`config.mk`:
```
export PLATFORM = sky130hd
export DESIGN_NAME = fpgt_quant
export DESIGN_NICKNAME = d
export VERILOG_FILES = /design/src/sv/fpgt_pkg.sv /design/src/sv/fpgt_quant.sv
export SDC_FILE = /design/constraint.sdc
export NUM_CORES = 1
export LEC_CHECK = 0
export ABC_AREA = 1
export CORE_ASPECT_RATIO = 1.25
export CORE_MARGIN = 2
export CORE_UTILIZATION = 57
export DETAILED_ROUTE_END_ITERATION = 10
export DONT_BUFFER_PORTS = 1
export PLACE_DENSITY_LB_ADDON = 0.25
export SYNTH_ARGS = -nofsm -noshare
export SYNTH_HDL_FRONTEND = slang
export SYNTH_SLANG_ARGS = --single-unit
```
`constraint.sdc`:
```
create_clock -name clk -period 11.09 [get_ports clk]
set_clock_uncertainty 0.2 [all_clocks]
set_input_delay 2.218 -clock clk [delete_from_list [all_inputs] [get_ports clk]]
set_output_delay 2.218 -clock clk [all_outputs]
set_load 0.005 [all_outputs]
```
`src/sv/fpgt_pkg.sv`:
```
`default_nettype none

package fpgt_pkg;

	// Rule table geometry.
	localparam int unsigned SETS   = 7;
	localparam int unsigned DEPTH  = SETS * SETS;
	localparam int unsigned ADDR_W = 6;

	// Quantiser constants: membership span in Q16.16 and divider length.
	localparam logic [16:0] ONE_Q    = 17'd65536;
	localparam logic [19:0] Q_LIMIT  = 20'd393216;
	localparam int unsigned DIV_BITS = 20;

	// Blend pipeline: final run count, covering four table reads and the pipeline drain.
	localparam logic [2:0] RUN_LAST = 3'd5;

	typedef enum logic [2:0] {
		CFG_RANGE_MAX = 3'd0,
		CFG_RANGE_MIN = 3'd1,
		CFG_KP_MAX    = 3'd2,
		CFG_KP_MIN    = 3'd3,
		CFG_KI_MAX    = 3'd4,
		CFG_KI_MIN    = 3'd5,
		CFG_KD_MAX    = 3'd6,
		CFG_KD_MIN    = 3'd7
	} cfg_idx_t;

	typedef enum logic [1:0] {
		TBL_KP = 2'd0,
		TBL_KI = 2'd1,
		TBL_KD = 2'd2
	} tbl_sel_t;

	typedef enum logic [2:0] {
		Q_IDLE,
		Q_PREP,
		Q_DIV,
		Q_MEMB,
		Q_DONE
	} q_state_t;

	typedef enum logic [1:0] {
		B_IDLE,
		B_WR,
		B_RUN,
		B_FIN
	} b_state_t;

	typedef struct packed {
		logic               action;
		logic signed [31:0] measured_value;
		logic signed [31:0] target_value;
		logic signed [31:0] previous_error;
		logic [1:0]         table_select;
		logic [2:0]         rule_row;
		logic [2:0]         rule_column;
		logic signed [15:0] rule_value;
	} fpgt_in_t;

	typedef struct packed {
		logic signed [31:0] delta_kp;
		logic signed [31:0] delta_ki;
		logic signed [31:0] delta_kd;
		logic               load_done;
	} fpgt_out_t;

	// Memberships of one quantised value.
	typedef struct packed {
		logic        ok;
		logic [2:0]  k;
		logic [16:0] m0;
		logic [16:0] m1;
	} ms_t;

	// Word handed from the quantiser to the blender.
	typedef struct packed {
		logic               is_load;
		logic               load_ok;
		logic [1:0]         sel;
		logic [ADDR_W-1:0]  waddr;
		logic signed [15:0] wval;
		logic               ok;
		ms_t                me;
		ms_t                mc;
	} job_t;

	// Flat table address of row and column.
	function automatic logic [ADDR_W-1:0] rule_addr(input logic [2:0] row,
			input logic [2:0] col);
		rule_addr = ADDR_W'({row, 3'b000}) - ADDR_W'(row) + ADDR_W'(col);
	endfunction

	// Two adjacent triangular memberships of a quotient given as magnitude and sign.
	function automatic ms_t membership(input logic [19:0] quo, input logic neg);
		ms_t                r;
		logic signed [20:0] q;
		logic [20:0]        s;
		logic               top;
		logic [17:0]        t;
		q      = neg ? -$signed({1'b0, quo}) : $signed({1'b0, quo});
		s      = 21'(q + 21'sd393216);
		top    = (s[19:17] == 3'd6);
		t      = {top, s[16:0]};
		r.ok   = (quo <= Q_LIMIT);
		r.k    = top ? 3'd5 : s[19:17];
		r.m1   = t[17:1];
		r.m0   = ONE_Q - t[17:1];
		return r;
	endfunction

	// Upper limit is tested first; with crossed limits a value above the maximum gives the maximum, any other the minimum.
	function automatic logic signed [31:0] clamp(input logic signed [31:0] x,
			input logic signed [31:0] hi, input logic signed [31:0] lo);
		if (x > hi) begin
			return hi;
		end else if (x < lo) begin
			return lo;
		end
		return x;
	endfunction

endpackage

`default_nettype wire

```
`src/sv/fpgt_quant.sv`:
```
`default_nettype none

module fpgt_quant (
	input  wire logic               clk,
	input  wire logic               arst_n,
	input  wire logic               item_valid,
	input  wire fpgt_pkg::fpgt_in_t item,
	output logic                    item_take,
	input  wire logic signed [31:0] range_max,
	input  wire logic signed [31:0] range_min,
	output logic                    job_valid,
	input  wire logic               job_take,
	output fpgt_pkg::job_t          job
);

	fpgt_pkg::q_state_t state_q, state_d;
	fpgt_pkg::fpgt_in_t item_q;
	fpgt_pkg::job_t     job_q;

	logic [4:0]  cnt_q;
	logic [33:0] rem_e_q, rem_c_q;
	logic [19:0] low_e_q, low_c_q;
	logic [19:0] quo_e_q, quo_c_q;
	logic [32:0] rabs_q;
	logic        neg_e_q, neg_c_q, ovf_q;

	logic signed [32:0] err_w, rng_w;
	logic signed [33:0] derr_w;
	logic signed [51:0] num_e_w, num_c_w;
	logic [51:0]        mag_e_w, mag_c_w;
	logic [32:0]        rabs_w;
	logic               ovf_w;
	logic [33:0]        sh_e_w, sh_c_w;
	logic [34:0]        tr_e_w, tr_c_w;
	fpgt_pkg::ms_t      ms_e_w, ms_c_w;
	fpgt_pkg::job_t     load_job_w;
	fpgt_pkg::job_t     memb_job_w;

	// Error, error change and their scaled numerators; the range check
	// rejects any quotient of 2^20 or more before the divider starts.
	always_comb begin
		err_w   = 33'(item_q.target_value) - 33'(item_q.measured_value);
		derr_w  = 34'(err_w) - 34'(item_q.previous_error);
		num_e_w = (52'(err_w) <<< 18) + (52'(err_w) <<< 17);
		num_c_w = (52'(derr_w) <<< 17) + (52'(derr_w) <<< 16);
		rng_w   = 33'(range_max) - 33'(range_min);
		mag_e_w = num_e_w[51] ? (~num_e_w + 52'd1) : num_e_w;
		mag_c_w = num_c_w[51] ? (~num_c_w + 52'd1) : num_c_w;
		rabs_w  = rng_w[32] ? (~rng_w + 33'd1) : rng_w;
		ovf_w   = (rng_w == 33'sd0) || ({1'b0, mag_e_w[51:20]} >= rabs_w)
			|| ({1'b0, mag_c_w[51:20]} >= rabs_w);
	end

	// One restoring step per cycle for both quotients.
	always_comb begin
		sh_e_w = {rem_e_q[32:0], low_e_q[19]};
		sh_c_w = {rem_c_q[32:0], low_c_q[19]};
		tr_e_w = {1'b0, sh_e_w} - {2'b00, rabs_q};
		tr_c_w = {1'b0, sh_c_w} - {2'b00, rabs_q};
		ms_e_w = fpgt_pkg::membership(quo_e_q, neg_e_q);
		ms_c_w = fpgt_pkg::membership(quo_c_q, neg_c_q);
	end

	// A compute word carries only its memberships and their validity.
	always_comb begin
		memb_job_w    = '0;
		memb_job_w.ok = ms_e_w.ok && ms_c_w.ok && !ovf_q;
		memb_job_w.me = ms_e_w;
		memb_job_w.mc = ms_c_w;
	end

	// A load word needs only its address and validity worked out.
	always_comb begin
		load_job_w         = '0;
		load_job_w.is_load = 1'b1;
		load_job_w.load_ok = (item.table_select != 2'd3) && (item.rule_row != 3'd7)
			&& (item.rule_column != 3'd7);
		load_job_w.sel     = item.table_select;
		load_job_w.waddr   = fpgt_pkg::rule_addr(item.rule_row, item.rule_column);
		load_job_w.wval    = item.rule_value;
	end

	// Next state.
	always_comb begin
		state_d = state_q;
		unique case (state_q)
			fpgt_pkg::Q_IDLE: begin
				if (item_valid) begin
					state_d = item.action ? fpgt_pkg::Q_DONE : fpgt_pkg::Q_PREP;
				end
			end
			fpgt_pkg::Q_PREP: state_d = fpgt_pkg::Q_DIV;
			fpgt_pkg::Q_DIV: begin
				if (cnt_q == 5'(fpgt_pkg::DIV_BITS - 1)) begin
					state_d = fpgt_pkg::Q_MEMB;
				end
			end
			fpgt_pkg::Q_MEMB: state_d = fpgt_pkg::Q_DONE;
			fpgt_pkg::Q_DONE: begin
				if (job_take) begin
					state_d = fpgt_pkg::Q_IDLE;
				end
			end
			default: state_d = fpgt_pkg::Q_IDLE;
		endcase
	end

	// Outputs.
	always_comb begin
		item_take = (state_q == fpgt_pkg::Q_IDLE);
		job_valid = (state_q == fpgt_pkg::Q_DONE);
		job       = job_q;
	end

	always_ff @(posedge clk or negedge arst_n) begin
		if (!arst_n) begin
			state_q <= fpgt_pkg::Q_IDLE;
		end else begin
			state_q <= state_d;
		end
	end

	// Datapath registers.
	always_ff @(posedge clk) begin
		unique case (state_q)
			fpgt_pkg::Q_IDLE: begin
				if (item_valid) begin
					item_q <= item;
					job_q  <= load_job_w;
				end
			end
			fpgt_pkg::Q_PREP: begin
				rem_e_q <= {2'b00, mag_e_w[51:20]};
				rem_c_q <= {2'b00, mag_c_w[51:20]};
				low_e_q <= mag_e_w[19:0];
				low_c_q <= mag_c_w[19:0];
				rabs_q  <= rabs_w;
				neg_e_q <= num_e_w[51] ^ rng_w[32];
				neg_c_q <= num_c_w[51] ^ rng_w[32];
				ovf_q   <= ovf_w;
				cnt_q   <= '0;
			end
			fpgt_pkg::Q_DIV: begin
				rem_e_q <= tr_e_w[34] ? sh_e_w : tr_e_w[33:0];
				rem_c_q <= tr_c_w[34] ? sh_c_w : tr_c_w[33:0];
				quo_e_q <= {quo_e_q[18:0], ~tr_e_w[34]};
				quo_c_q <= {quo_c_q[18:0], ~tr_c_w[34]};
				low_e_q <= {low_e_q[18:0], 1'b0};
				low_c_q <= {low_c_q[18:0], 1'b0};
				cnt_q   <= cnt_q + 5'd1;
			end
			fpgt_pkg::Q_MEMB: begin
				job_q <= memb_job_w;
			end
			fpgt_pkg::Q_DONE: ;
			default: ;
		endcase
	end

endmodule

`default_nettype wire

```
==> reports/results.tsv <==
stage	metric	value	unit
outcome	outcome	finished, final reports clean	
synth	ys_seq_area_share	33.3	%
synth	synth_edf_count	351	
global_routing	grt_max_degree	80	
final_layout	ff_latch_area	0.0106	mm^2
global_routing	grt_use_met2	55.6	%
synth	ys_ff_latch	354	
global_routing	grt_util_met1	35.4	%
cts	cts_tree	yes	
synth	yosysWarnings	0	
final_layout	multi_input_area	0.0184	mm^2
final_layout	final_common_cell	nand2_1	
worst_hold_path	hold_depth	0	
synth	synthesis.nets	4748	
final_layout	antenna_cells	0	
timing	drv_slew	0	
cts	cts_made_buffers	37	
cts	max-clock-path-buffers	3	
worst_setup_path	crit_top_cell	nand2_1	
final_layout	layout_common_cells	872 x nand2_1, 689 x inv_1, 440 x nor2_1	
synth	async_flop_share	0.847	%
floorplanning	rows	96	
worst_setup_path	path_class	reg -> reg	
synth	synth_cells	4244	
timing	fmax	119	MHz
routing	post-route-drc-count	0	
timing	worstMarginPinSlew	1.11	ns
global_routing	grtUsageMet3	3.95	%
worst_hold_path	min_path_type	reg -> reg	
cts	post-cts-setup-buffers	0	
worst_setup_path	crit_path_max_incr_delay	0.60	ns
routing	drt-initial-drc-count	2077	
floorplanning	die_area	0.0579	mm^2
worst_setup_path	required	11.34	ns
global_routing	grt.busiest_layer	met2	
cts	cts_hold_buffers	0	
placed_design	dp_hpwl	73.1	mm
global_routing	grtUsageTotal	30.6	%
timing	rsz0062_at_grt	false	
final_layout	layout-drive-gt1-share	4.11	%
timing	hold_violations	0	
final_layout	nFillCells	4904	
timing	setup_viol	0	
global_routing	grt_pass1_vias	27700	
routing	first_pass_iters	6	
floorplanning	die_y	268	um
timing	period_share	75.8	%
global_routing	antenna_found_initial	0	
cts	htreeDepth	2	
synth	ys_types	65	
cts	cts.reportedPaths.clkPinSlew	0.06	ns
cts	clk_latency	0.59	ns
routing	drt_wl_total	89.7	mm
cts	clock-root-buffer	clkbuf_16	
routing	vias_per_cell	5.67	
cts	cts.sinks	354	
timing	period_needed	8.41	ns
cts	cts_resized	0	
placed_design	place_congestion	0.993	
timing	setup_tns	0	ns
floorplanning	initial_utilization	57.8	%
floorplanning	ios	294	
global_routing	grt_pass1_wl	141	mm
routing	wire_per_inst	17.9	um
routing	ant_nets	0	
floorplanning	fp.dieW	216	um
final_layout	syn2layout_area_growth	6.66	%
synth	synth_flop_cell	edfxtp_1	
synth	synth_area_per_cell	7.51	um^2
worst_setup_path	worstSetupStartpointType	flop	
routing	vias	28300	
final_layout	layout.nets	4740	
placed_design	numPortBuffers	0	
floorplanning	fp.coreArea	0.0551	mm^2
global_routing	grt_remaining_overflow	0	
worst_setup_path	end_kind	flop	
worst_setup_path	r2r_cells	41	
worst_setup_path	arrival	8.66	ns
worst_setup_path	critPathMaxFanout	5	
worst_setup_path	slowest_stage	nor4_1	
flow_run	drv_cap	0	
synth	synth_area	0.0319	mm^2
timing	relSlewSlack	25.8	%
layer usage:
metal | routed length [um] | share of wire [%] | up-vias
met5 | 0 | 0 | -
met3 | 4510 | 5.0 | 234
met1 | 35800 | 40 | 13100
met2 | 44300 | 49 | 865
li1 | - | - | 14100
met4 | 5060 | 5.6 | 0
worst paths after layout:
check | from | endpoint | slack (ns)
min in group asynchronous | arst_n | state_q[0] | 1.13
worst max-delay path | item_q[88] | ovf_q | 2.68
worst min register to register | quo_c_q[12] | quo_c_q[13] | 0.26
worst max register to register | item_q[88] | ovf_q | 2.68
max in group asynchronous | arst_n | state_q[1] | 9.49
worst min-delay path | quo_c_q[12] | quo_c_q[13] | 0.26
metrics by stage:
stage | std cells | util, % | worst slack [ns] | hold slack [ns] | area, um^2
final | 4997 | 61.7 | 2.68 | 0.263 | 34000
after global routing | 4997 | 61.7 | 2.10 | 0.283 | 34000
after CTS | 4997 | 61.7 | 2.83 | 0.261 | 34000
after detailed placement | 4932 | 59.3 | 2.90 | 0.250 | 32700
after global placement | 4932 | 59.3 | 2.91 | 0.241 | 32700
after floorplan | 4244 | - | 0.862 | 0.226 | 31900
kinds of logic (layout without fill, tap and decap cells):
logic type	after synthesis	in the layout	synth area share [%]
AO/OA/AOI/OAI	787	787	13.8
flip-flops	354	354	33.3
AND/OR/NAND/NOR	1734	1734	23.0
XOR/XNOR	287	287	8.05
adder cells (fa/ha/maj)	315	315	12.5
buffers and inverters	767	785	9.22
layout make-up:
cell class              count  area share, %
clock inverters            20          0.975
inverters                 708           7.81
multi-input cells        3123           54.1
clock buffers              45           2.93
repair buffers             12          0.265
well taps                 735           2.70
flip-flops and latches    354           31.2
state kept, by name, indices dropped and copies added (netlist names), 3 cells and up:
name,flops
quo_c_q,20
rabs_q,33
low_c_q,4
rem_c_q,33
low_e_q,3
quo_e_q,20
job,101
state_q,3
rem_e_q,33
item_q,96
cnt_q,5
critical path: cells and delay by family (launching register included):
family,cells,cell delay [ns]
xor+xnor,4,1.16
buf+inv,3,0.26
compound gates,8,1.58
simple gates,21,2.99
flops,1,0.36
fa+ha+maj,5,1.70
synthesized netlist by cell type (62+ instances only):
cell type | instances | area share (%)
o21ai_1 | 80 | 1.3
inv_1 | 691 | 8.1
nand2_1 | 872 | 10
o21ai_0 | 195 | 3.1
ha_1 | 307 | 12
nand4_1 | 62 | 1.2
nor3_1 | 73 | 1.1
nor2_1 | 444 | 5.2
a21oi_1 | 332 | 5.2
nand3_1 | 176 | 2.8
xor2_1 | 204 | 5.6
edfxtp_1 | 351 | 33
xnor2_1 | 76 | 2.1
Power is not shown: default switching activity piles up to over one toggle a cycle in this logic, so the estimate is an artifact.
